==> src/rtl/cfsc_pkg.sv <==
// Package for the command frame sum check parser.
// Holds frame byte codes, the parse position and outcome types, and shared structs.
// No dependencies.
package cfsc_pkg;

	localparam int unsigned ByteW = 8;

	localparam logic [ByteW-1:0] HEAD_BYTE    = 8'hBB;
	localparam logic [ByteW-1:0] ADDR_BYTE    = 8'h10;
	localparam logic [ByteW-1:0] FIXED_BYTE   = 8'hF1;
	localparam logic [ByteW-1:0] END_BYTE     = 8'hEE;
	localparam logic [ByteW-1:0] FUNC_MISSION = 8'h10;
	localparam logic [ByteW-1:0] FUNC_TARGET  = 8'h20;
	localparam logic [ByteW-1:0] MISSION_MAX  = 8'd4;

	localparam logic [ByteW-1:0] TARGET_A_RST = 8'd202;
	localparam logic [ByteW-1:0] TARGET_B_RST = 8'd203;
	localparam logic [ByteW-1:0] TARGET_C_RST = 8'd204;

	// configuration register indexes
	typedef enum logic [1:0] {
		CFG_TARGET_A = 2'd0,
		CFG_TARGET_B = 2'd1,
		CFG_TARGET_C = 2'd2,
		CFG_UNUSED   = 2'd3
	} cfg_index_t;

	// position within the eight-byte frame
	typedef enum logic [2:0] {
		POS_HEAD  = 3'd0,
		POS_ADDR  = 3'd1,
		POS_FIXED = 3'd2,
		POS_FUNC  = 3'd3,
		POS_MSG   = 3'd4,
		POS_END   = 3'd5,
		POS_SC    = 3'd6,
		POS_AC    = 3'd7
	} frame_pos_t;

	typedef enum logic [1:0] {
		OUT_MISSION    = 2'd0,
		OUT_TARGET     = 2'd1,
		OUT_REJECTED   = 2'd2,
		OUT_CHECK_FAIL = 2'd3
	} outcome_t;

	typedef struct packed {
		logic [ByteW-1:0] code_a;
		logic [ByteW-1:0] code_b;
		logic [ByteW-1:0] code_c;
	} target_codes_t;

	typedef struct packed {
		logic             vld;
		outcome_t         outcome;
		logic [ByteW-1:0] value;
	} frame_res_t;

endpackage

==> src/rtl/command_frame_sum_check_parser_top.sv <==
// Top level of the command frame sum check parser.
// Depends on cfsc_pkg, cfsc_cfg_regs and cfsc_frame_fsm.
//
// Usage:
//   Input channel (in_valid/in_ready/rx_byte) carries one received word per
//   handshake. Frames are eight words: head BB, address 10, fixed F1,
//   function, message, end EE, sum check, add check. A wrong head is
//   skipped; a wrong address, fixed or end word drops the frame without
//   re-testing that word as a head.
//   Output channel (out_valid/out_ready/outcome/value) carries one word per
//   completed frame: mission number, chosen target code, content rejected
//   or checksum failed. Other words give no output.
//   Configuration channel (cfg_valid/cfg_ready/cfg_index/cfg_data) writes
//   the three accepted target codes; cfg_ready is always high. Write only
//   while no frame word is in flight.
//   Throughput: one word per cycle unless a held result stalls the parse
//   step, a combinational step between the input and result registers.
//   Result path: the add check word is taken into the input register,
//   parsed out of it, and its result word is held in the result register.
//   Reset: parser waits for a head, sums clear, target codes return to
//   CA, CB, CC, no output is pending.
//   Stall: a held result blocks the parse stage; the input register still
//   takes one more word, then in_ready drops until out_ready frees it.
module command_frame_sum_check_parser_top (
	input  logic       clk,
	input  logic       arst_n,
	input  logic       in_valid,
	output logic       in_ready,
	input  logic [7:0] rx_byte,
	output logic       out_valid,
	input  logic       out_ready,
	output logic [1:0] outcome,
	output logic [7:0] value,
	input  logic       cfg_valid,
	output logic       cfg_ready,
	input  logic [1:0] cfg_index,
	input  logic [7:0] cfg_data
);
	import cfsc_pkg::*;

	logic          valid_s1;
	logic [7:0]    byte_s1;
	logic          advance;
	logic          step;
	target_codes_t codes;
	frame_res_t    res;
	logic          out_valid_q;
	outcome_t      outcome_q;
	logic [7:0]    value_q;

	// advance the parse stage whenever the result register is free or draining
	assign advance  = !out_valid_q || out_ready;
	assign in_ready = !valid_s1 || advance;
	assign step     = valid_s1 && advance;

	always_ff @(posedge clk or negedge arst_n) begin
		if (!arst_n) begin
			valid_s1 <= 1'b0;
		end else if (in_ready) begin
			valid_s1 <= in_valid;
		end
	end

	always_ff @(posedge clk) begin
		if (in_valid && in_ready) begin
			byte_s1 <= rx_byte;
		end
	end

	cfsc_cfg_regs u_cfg (
		.clk       (clk),
		.arst_n    (arst_n),
		.cfg_valid (cfg_valid),
		.cfg_ready (cfg_ready),
		.cfg_index (cfg_index),
		.cfg_data  (cfg_data),
		.codes     (codes)
	);

	cfsc_frame_fsm u_fsm (
		.clk     (clk),
		.arst_n  (arst_n),
		.step    (step),
		.rx_byte (byte_s1),
		.codes   (codes),
		.res     (res)
	);

	// result register: load on advance, hold while the receiver stalls
	always_ff @(posedge clk or negedge arst_n) begin
		if (!arst_n) begin
			out_valid_q <= 1'b0;
		end else if (advance) begin
			out_valid_q <= res.vld;
		end
	end

	always_ff @(posedge clk) begin
		if (advance && res.vld) begin
			outcome_q <= res.outcome;
			value_q   <= res.value;
		end
	end

	assign out_valid = out_valid_q;
	assign outcome   = outcome_q;
	assign value     = value_q;

`ifndef SYNTH
	a_no_step_on_stall: assert property (@(posedge clk) disable iff (!arst_n)
		(out_valid_q && !out_ready) |-> !step)
		else $error("parse stage advanced into a stalled result");

	a_result_lands: assert property (@(posedge clk) disable iff (!arst_n)
		res.vld |=> out_valid_q)
		else $error("frame result lost");

	a_stage_full_stall: assert property (@(posedge clk) disable iff (!arst_n)
		(valid_s1 && !advance) |-> !in_ready)
		else $error("input word overwrote a held word");
`endif

endmodule

==> src/rtl/cfsc_cfg_regs.sv <==
// Target code configuration registers of the command frame parser.
// Depends on cfsc_pkg.
module cfsc_cfg_regs (
	input  logic                  clk,
	input  logic                  arst_n,
	input  logic                  cfg_valid,
	output logic                  cfg_ready,
	input  logic [1:0]            cfg_index,
	input  logic [7:0]            cfg_data,
	output cfsc_pkg::target_codes_t codes
);
	import cfsc_pkg::*;

	target_codes_t codes_q;

	assign cfg_ready = 1'b1;
	assign codes     = codes_q;

	always_ff @(posedge clk or negedge arst_n) begin
		if (!arst_n) begin
			codes_q.code_a <= TARGET_A_RST;
			codes_q.code_b <= TARGET_B_RST;
			codes_q.code_c <= TARGET_C_RST;
		end else if (cfg_valid) begin
			case (cfg_index_t'(cfg_index))
				CFG_TARGET_A: codes_q.code_a <= cfg_data;
				CFG_TARGET_B: codes_q.code_b <= cfg_data;
				CFG_TARGET_C: codes_q.code_c <= cfg_data;
				default: begin
					// drop writes to unused indexes
				end
			endcase
		end
	end

endmodule

==> src/rtl/cfsc_frame_fsm.sv <==
// Frame position tracker, checksum accumulators and result decode.
// Depends on cfsc_pkg.
module cfsc_frame_fsm (
	input  logic                    clk,
	input  logic                    arst_n,
	input  logic                    step,
	input  logic [7:0]              rx_byte,
	input  cfsc_pkg::target_codes_t codes,
	output cfsc_pkg::frame_res_t    res
);
	import cfsc_pkg::*;

	frame_pos_t  pos_q, pos_d;
	logic [7:0]  func_q, msg_q;
	logic [7:0]  sum_q, sum_d;
	logic [7:0]  sos_q, sos_d;
	logic        sum_ok_q, sum_ok_d;
	logic [7:0]  acc_sum;
	logic [7:0]  acc_sos;
	logic [7:0]  head_sos;

	// running sums with this word folded in
	assign acc_sum  = sum_q + rx_byte;
	assign acc_sos  = sos_q + acc_sum;
	assign head_sos = rx_byte;

	// next state
	always_comb begin
		pos_d    = pos_q;
		sum_d    = sum_q;
		sos_d    = sos_q;
		sum_ok_d = sum_ok_q;
		case (pos_q)
			POS_HEAD: begin
				if (rx_byte == HEAD_BYTE) begin
					sum_d    = rx_byte;
					sos_d    = head_sos;
					sum_ok_d = 1'b0;
					pos_d    = POS_ADDR;
				end
			end
			POS_ADDR: begin
				if (rx_byte == ADDR_BYTE) begin
					sum_d = acc_sum;
					sos_d = acc_sos;
					pos_d = POS_FIXED;
				end else begin
					pos_d = POS_HEAD;
				end
			end
			POS_FIXED: begin
				if (rx_byte == FIXED_BYTE) begin
					sum_d = acc_sum;
					sos_d = acc_sos;
					pos_d = POS_FUNC;
				end else begin
					pos_d = POS_HEAD;
				end
			end
			POS_FUNC: begin
				sum_d = acc_sum;
				sos_d = acc_sos;
				pos_d = POS_MSG;
			end
			POS_MSG: begin
				sum_d = acc_sum;
				sos_d = acc_sos;
				pos_d = POS_END;
			end
			POS_END: begin
				if (rx_byte == END_BYTE) begin
					sum_d = acc_sum;
					sos_d = acc_sos;
					pos_d = POS_SC;
				end else begin
					pos_d = POS_HEAD;
				end
			end
			POS_SC: begin
				sum_ok_d = (rx_byte == sum_q);
				pos_d    = POS_AC;
			end
			POS_AC: begin
				sum_ok_d = 1'b0;
				pos_d    = POS_HEAD;
			end
			default: pos_d = POS_HEAD;
		endcase
	end

	// result decode on the add check word
	always_comb begin
		res.vld     = step && (pos_q == POS_AC);
		res.outcome = OUT_REJECTED;
		res.value   = '0;
		if (!(sum_ok_q && (rx_byte == sos_q))) begin
			res.outcome = OUT_CHECK_FAIL;
		end else if ((func_q == FUNC_MISSION) && (msg_q <= MISSION_MAX)) begin
			res.outcome = OUT_MISSION;
			res.value   = msg_q;
		end else if ((func_q == FUNC_TARGET) &&
				((msg_q == codes.code_a) || (msg_q == codes.code_b) ||
				 (msg_q == codes.code_c))) begin
			res.outcome = OUT_TARGET;
			res.value   = msg_q;
		end
	end

	always_ff @(posedge clk or negedge arst_n) begin
		if (!arst_n) begin
			pos_q    <= POS_HEAD;
			sum_q    <= '0;
			sos_q    <= '0;
			sum_ok_q <= 1'b0;
		end else if (step) begin
			pos_q    <= pos_d;
			sum_q    <= sum_d;
			sos_q    <= sos_d;
			sum_ok_q <= sum_ok_d;
		end
	end

	// function and message bytes are always captured before they are read
	always_ff @(posedge clk) begin
		if (step && (pos_q == POS_FUNC)) begin
			func_q <= rx_byte;
		end
		if (step && (pos_q == POS_MSG)) begin
			msg_q <= rx_byte;
		end
	end

`ifndef SYNTH
	a_ac_returns_head: assert property (@(posedge clk) disable iff (!arst_n)
		(step && (pos_q == POS_AC)) |=> (pos_q == POS_HEAD))
		else $error("parser did not return to head after add check");

	a_hold_when_idle: assert property (@(posedge clk) disable iff (!arst_n)
		!step |=> ($stable(pos_q) && $stable(sum_q) && $stable(sos_q)))
		else $error("parse state moved without a word");

	a_mission_range: assert property (@(posedge clk) disable iff (!arst_n)
		(res.vld && (res.outcome == OUT_MISSION)) |-> (res.value <= MISSION_MAX))
		else $error("mission number out of range");

	a_fail_zero: assert property (@(posedge clk) disable iff (!arst_n)
		(res.vld && ((res.outcome == OUT_REJECTED) ||
		 (res.outcome == OUT_CHECK_FAIL))) |-> (res.value == '0))
		else $error("non-zero value on rejected frame");
`endif

endmodule

==> config.mk <==
export PLATFORM = sky130hd
export DESIGN_NAME = command_frame_sum_check_parser_top
export DESIGN_NICKNAME = d
export VERILOG_FILES = /design/src/rtl/cfsc_pkg.sv /design/src/rtl/command_frame_sum_check_parser_top.sv /design/src/rtl/cfsc_cfg_regs.sv /design/src/rtl/cfsc_frame_fsm.sv
export SDC_FILE = /design/constraint.sdc
export NUM_CORES = 1
export LEC_CHECK = 0
export ABC_AREA = 1
export ABC_CLOCK_PERIOD_IN_PS = 3700
export BUFFER_PORTS_ARGS = -buffer_cell sky130_fd_sc_hd__buf_4
export CAP_MARGIN = 20
export CORE_MARGIN = 2
export CORE_UTILIZATION = 30
export CTS_CLUSTER_DIAMETER = 50
export DETAILED_ROUTE_END_ITERATION = 12
export PLACE_DENSITY = 0.57
export SLEW_MARGIN = 20
export SYNTH_ARGS = -nofsm -noshare
export SYNTH_HDL_FRONTEND = slang
export SYNTH_SLANG_ARGS = --single-unit
==> constraint.sdc <==
create_clock -name clk -period 3.7 [get_ports clk]
set_input_delay 0.74 -clock clk [delete_from_list [all_inputs] [get_ports clk]]
set_output_delay 0.74 -clock clk [all_outputs]
set_load 0.01 [all_outputs]
Word-level counts from Yosys, hierarchy flattened
Index checks and enable logic that the tools add are counted.
- logic and storage cells: 85
- output and inout bits: 13
- bits in read-only memories: 0
- input bits: 23
- memories kept: 0
- bits in writable memories: 0
- bits in latches: 0
- register bits: 80
- shift-type cells: 0
- add/sub/neg operators: 2
- multiplexer cells: 18
- reductions and logical operators: 26
- $lt $le $gt $ge: 1
- divide/modulo/power cells: 0
- multipliers: 0
- bitwise logic cells: 0
- equal/unequal tests: 24
- operator list (cell ; number):
    one-hot mux 8 bit (5 select lines) ; 2
    2-to-1 mux 8 bit ; 7
    == test 8 bit ; 5
    == test 8 bit (second input constant) ; 3
    one-hot mux 3 bit (8 select lines) ; 1
    2-to-1 mux 10 bit ; 2
    adder 8 bit ; 2
    == test 8 x 5 -> 1 bit (second input constant) ; 2
    == test 3 bit (second input constant) ; 4
    logical AND 1 bit ; 9
    == test 8 x 6 -> 1 bit (second input constant) ; 1
    less-or-equal comparator 8 x 3 -> 1 bit (second input constant) ; 1
    != test 2 x 1 -> 1 bit (second input constant) ; 4
    AND reduction 2 bit ; 4
    == test 3 x 2 -> 1 bit (second input constant) ; 2
    2-to-1 mux 3 bit ; 2
    AND reduction 6 bit ; 1
    nonzero test 5 bit ; 1
    logical OR 1 bit ; 4
    2-to-1 mux 2 bit ; 2
    == test 3 x 1 -> 1 bit (second input constant) ; 1
    zero test 3 bit ; 1
    one-hot mux 1 bit (3 select lines) ; 1
    AND reduction 3 bit ; 1
    other kinds (7) ; 8

Logic depth before layout (Yosys ltp)
- depth in word-level cells: 6
- gate-level depth with buffers: 16
- depth with buffers taken out: 16

Modules after synthesis
From an unflattened synthesis, not the netlist that was laid out.
- cell total of the unflattened synthesis: 510
- area total of the unflattened synthesis: 4460.5 um2
- by module, submodules not included (module ; area an instance (um2) ; times used ; cells each ; sequential area each (um2)):
    cfsc_frame_fsm ; 2735.1 ; 1 ; 368 ; 980.9
    cfsc_cfg_regs ; 1078.5 ; 1 ; 109 ; 616.8
    command_frame_sum_check_parser_top ; 646.9 ; 1 ; 33 ; 590.6

Worst setup path before layout
No wires, ideal clock.
- path kind: reg2reg
- start: register byte_s1[2]
- end: register u_fsm.sos_q[6]
- setup time: 120 ps
- data arrival time: 2534 ps
- setup slack: 1046 ps
- stages on the path, launching flop included: 15
- clock period less this slack: 2654 ps
- required time: 3580 ps
- buffers on the path: 0
- path through: edfxtp_1 ha_1 or2_2 and2_1 inv_1 o21bai_1 xor2_1 ha_1 nand2_1 inv_1 nand4_1 nand3_1 or2_2 nand3_1 a21oi_1
- cells in the longest elaborated chain, start to end: 4
- elaborated cells on any way between the ends: 15
- classes of those cells: add/sub: 2; eq/ne: 8; mux: 4; reduce/logical: 1
- RTL lines (item ; RTL line ; text):
    start: declaration ; command_frame_sum_check_parser_top.sv:42 ; logic [7:0] byte_s1;
    start signal: assignment ; command_frame_sum_check_parser_top.sv:66 ; byte_s1 <= rx_byte;
    adder 8 bit ; cfsc_frame_fsm.sv:23 ; assign acc_sum = sum_q + rx_byte;
    adder 8 bit ; cfsc_frame_fsm.sv:24 ; assign acc_sos = sos_q + acc_sum;
    2-to-1 mux 8 bit (on tied branches) ; cfsc_frame_fsm.sv:71, cfsc_frame_fsm.sv:43, cfsc_frame_fsm.sv:52 ;
    one-hot mux 8 bit (5 select lines) ; cfsc_frame_fsm.sv:33 ; case (pos_q)
    end signal: assignment ; cfsc_frame_fsm.sv:118 ; sos_q <= sos_d;
    end: declaration ; cfsc_frame_fsm.sv:16 ; logic [7:0] sos_q, sos_d;
Several ways; a longest one is shown, not always the timed one. The select of a mux whose other input is x is not followed.
A chain may end at the register's enable or synchronous reset.

Worst setup path in the final report
- start: register byte_s1[3]
- end: register u_fsm.sos_q[7]
Same word-level chain as after synthesis.

==> impl_metrics.env <==
export IMPL_synth_top_flop_cell="edfxtp_1"
export IMPL_p_per_area_mw_per_mm2=704
export IMPL_cts_sinks=80
export IMPL_wl_mm=10.1
export IMPL_ctsLongestPathBuffers=2
export IMPL_setup_viol=0
export IMPL_synth_seq_cells=80
export IMPL_avgSynthCellArea_um2=8.77
export IMPL_finalCritPeriodShare=0.786
export IMPL_synth_compound_gate_area_share=0.0809
export IMPL_worstMarginPinSlew_ns=0.817
export IMPL_post_route_min_period_ns=2.91
export IMPL_cts_made_buffers=9
export IMPL_grt_pass1_wl_mm=17.4
export IMPL_ios=36
export IMPL_fin_worst_skew_ns=0.00803
export IMPL_r2r_slack_ns=0.79
export IMPL_ctsHoldBuffers=0
export IMPL_cts_root_buffer="clkbuf_16"
export IMPL_synth_seq_area_share=0.500
export IMPL_fp_dieW_um=125
export IMPL_min_path_type="in2async"
export IMPL_synthMuxAreaShare=0
export IMPL_num_antenna_cells=0
export IMPL_reg2reg_to="u_fsm.sos_q[7]$_DFFE_PN0P_"
export IMPL_rows=44
export IMPL_synthAdderAreaFrac=0.0520
export IMPL_peakVddDrop_v=0.000255
export IMPL_final_nets=576
export IMPL_drt_iter0_drc=183
export IMPL_maxSlewViolCount=0
export IMPL_grt_setup_unrepaired="false"
export IMPL_vias_per_cell=4.69
export IMPL_post_cts_buffers=0
export IMPL_grtUsageTotal=0.139
export IMPL_ys_warn_count=0
export IMPL_grt_pass1_vias=3544
export IMPL_power_leakage_nw=2.29
export IMPL_cts_resized=0
export IMPL_clock_latency_ns=0.34
export IMPL_ant_nets=0
export IMPL_reg2regPathDepth=16
export IMPL_final_area_mm2=0.00510
export IMPL_yosysUniqueCellTypes=41
export IMPL_relSlewSlack=0.454
export IMPL_cp_data_arrival_time_ns=3.17
export IMPL_fmax_mhz=344
export IMPL_n_fill_cell=1459
export IMPL_clkTransAtPathRegs_ns=0.06
export IMPL_critPathMaxFanout=6
export IMPL_drive_above_1_share=0.163
export IMPL_coreArea_mm2=0.0144
export IMPL_drv_cap=0
export IMPL_area_growth_pct=16.5
export IMPL_dieHeight_um=125
export IMPL_synth_xor_area_share=0.0520
export IMPL_async_reset_ff_frac=0.575
export IMPL_syn_inst=499
export IMPL_path_cells="ha_1 > inv_1 > o21bai_1 > a31oi_1 > or2_2 > nand2_1 > inv_1 > ha_1 > inv_1 > o21ai_0 > nand3_1 > nand3_1 > inv_1 > nand3_1 > nand3_1 > a21oi_1"
export IMPL_final_util=0.355
export IMPL_synth_common_cells="130 x nand2_1, 58 x inv_1, 38 x nor2_1, 38 x o21ai_0, 34 x edfxtp_1"
export IMPL_firstDrtPassIters=4
export IMPL_grt_max_degree=47
export IMPL_slowest_stage="edfxtp_1"
export IMPL_yosys_area_share_simple=0.248
export IMPL_grt_remaining_overflow=0
export IMPL_post_synth_top_area_cell="edfxtp_1"
export IMPL_syn_nets=539
export IMPL_post_route_drc_count=0
export IMPL_wl_per_cell_um=13.9
export IMPL_synth_top_family_by_area="simple AND/OR/NAND/NOR gates"
export IMPL_htree_levels=3
export IMPL_port_buffers=34
export IMPL_crit_type="reg2reg"
export IMPL_synth_area_mm2=0.00438
export IMPL_placed_cell_area_mm2=0.00480
export IMPL_cp_end_kind="flop"
export IMPL_timing_rr_start="byte_s1[3]$_DFFE_PP_"
export IMPL_antenna_found_initial=0
export IMPL_synth_edf_count=34
export IMPL_tns_ns=0
export IMPL_via_count=3400
export IMPL_yosysMostFrequentCell="nand2_1"
export IMPL_outcome="finished clean"
export IMPL_start_kind="flop"
export IMPL_gp_congestion=0.882
export IMPL_start_util=0.305
export IMPL_synth_top_area_frac=0.233
export IMPL_hpwlAfterDp_mm=7.54
export IMPL_synth_area_top_cells="edfxtp_1 23%, dfrtp_1 19%, nand2_1 11%, dfstp_2 7.8%, inv_1 5.0%"
export IMPL_required_ns=3.96
export IMPL_cts_tree="built"
export IMPL_hold_viol_final=0
export IMPL_slowest_delay_ns=0.49
export IMPL_dieArea_mm2=0.0156
[layer usage]
metal / global-route usage / up-vias / wire [um]
met5: 0 / - / 0
met4: 0.0608 / 0 / 171
met3: 0.0322 / 14 / 473
met2: 0.230 / 76 / 4800
met1: 0.174 / 1600 / 4640
li1: - / 1710 / -
[critical path: cells and delay by family, from the launching register on]
kind,cells,cell delay [ns]
AO/OA/AOI/OAI,4,0.62
buffers and inverters,4,0.23
AND/OR/NAND/NOR,6,0.70
adder cells (fa/ha/maj),2,0.78
flip-flops,1,0.49
[power breakdown]
group          total, W  internal (W)  switching, W
registers       0.00123       0.00109      0.000148
clock network  0.000871      0.000513      0.000358
logic           0.00148      0.000579      0.000903
[cell families (layout without fill, tap and decap cells)]
family                     Yosys count  count (layout)
xor gates and xnor gates            26              26
other                                1               1
DFF                                 80              80
AOI/OAI and AO/OA                   65              65
buffers and inverters               68             110
adders and majority gates           17              17
and+or+nand+nor                    242             242
[area by class of cell]
| cell class | instances | area (um2) | share of cell area |
|---|---|---|---|
| clock buffer | 12 | 268 | 0.0525 |
| sequential | 80 | 2190 | 0.429 |
| tap | 184 | 230 | 0.0452 |
| timing repair buffer | 34 | 255 | 0.0501 |
| inverter | 60 | 233 | 0.0457 |
| clock inverter | 4 | 25.0 | 0.00491 |
| multi-input combinational | 351 | 1900 | 0.372 |
[metrics by stage]
stage	worst slack [ns]	hold slack (ns)	total power [W]	std cells
3_5_place_dp	0.809	0.493	0.00273	709
2_1_floorplan	1.05	0.444	0.00239	499
4_1_cts	0.801	0.439	0.00361	725
3_3_place_gp	0.864	0.488	0.00270	709
5_1_grt	0.440	0.467	0.00390	725
6_report	0.791	0.414	0.00359	725
[worst max path at each step]
| stage | end | startpoint | depth (start not counted) | slack (ns) |
|---|---|---|---|---|
| after floorplan | u_fsm.sos_q[6]$_DFFE_PN0P_ | byte_s1[2]$_DFFE_PP_ | 14 | 1.05 |
| after global routing | u_fsm.sos_q[7]$_DFFE_PN0P_ | byte_s1[3]$_DFFE_PP_ | 16 | 0.44 |
| after detailed placement | u_fsm.sos_q[6]$_DFFE_PN0P_ | byte_s1[2]$_DFFE_PP_ | 14 | 0.81 |
| final | u_fsm.sos_q[7]$_DFFE_PN0P_ | byte_s1[3]$_DFFE_PP_ | 16 | 0.79 |
| after CTS | u_fsm.sos_q[6]$_DFFE_PN0P_ | byte_s1[2]$_DFFE_PP_ | 14 | 0.80 |
| after global placement | u_fsm.sos_q[6]$_DFFE_PN0P_ | byte_s1[2]$_DFFE_PP_ | 14 | 0.86 |
[registers in the layout, indices dropped and copies added, names as in the netlist]
signal and cells:
u_fsm.msg_q 8, u_cfg.codes 24, u_fsm.sum_q 8, outcome 2, u_fsm.sos_q 8, byte_s1 8
u_fsm.sum_ok_q 1, valid_s1 1, u_fsm.func_q 8, u_fsm.pos_q 3, value 8, out_valid 1
[layout by cell type, fill, tap and decap left out, types with 2 or more instances in the layout]
master / instances
o21ai_0: 38
nand4_1: 14
nand3_1: 26
dfrtp_1: 33
a21oi_2: 2
nor2_2: 3
nor4_1: 3
nor3_2: 3
dfstp_2: 13
a21oi_1: 15
nor2_4: 2
inv_4: 2
clkbuf_16: 10
nand2_1: 130
nand2_2: 2
a31oi_1: 2
edfxtp_1: 34
or2_2: 9
nor2_1: 38
xor2_1: 9
buf_4: 34
o21bai_1: 3
nor3_1: 7
inv_1: 58
fa_1: 2
xnor2_1: 17
ha_1: 15
No activity file was read; power rests on OpenSTA's default activity.
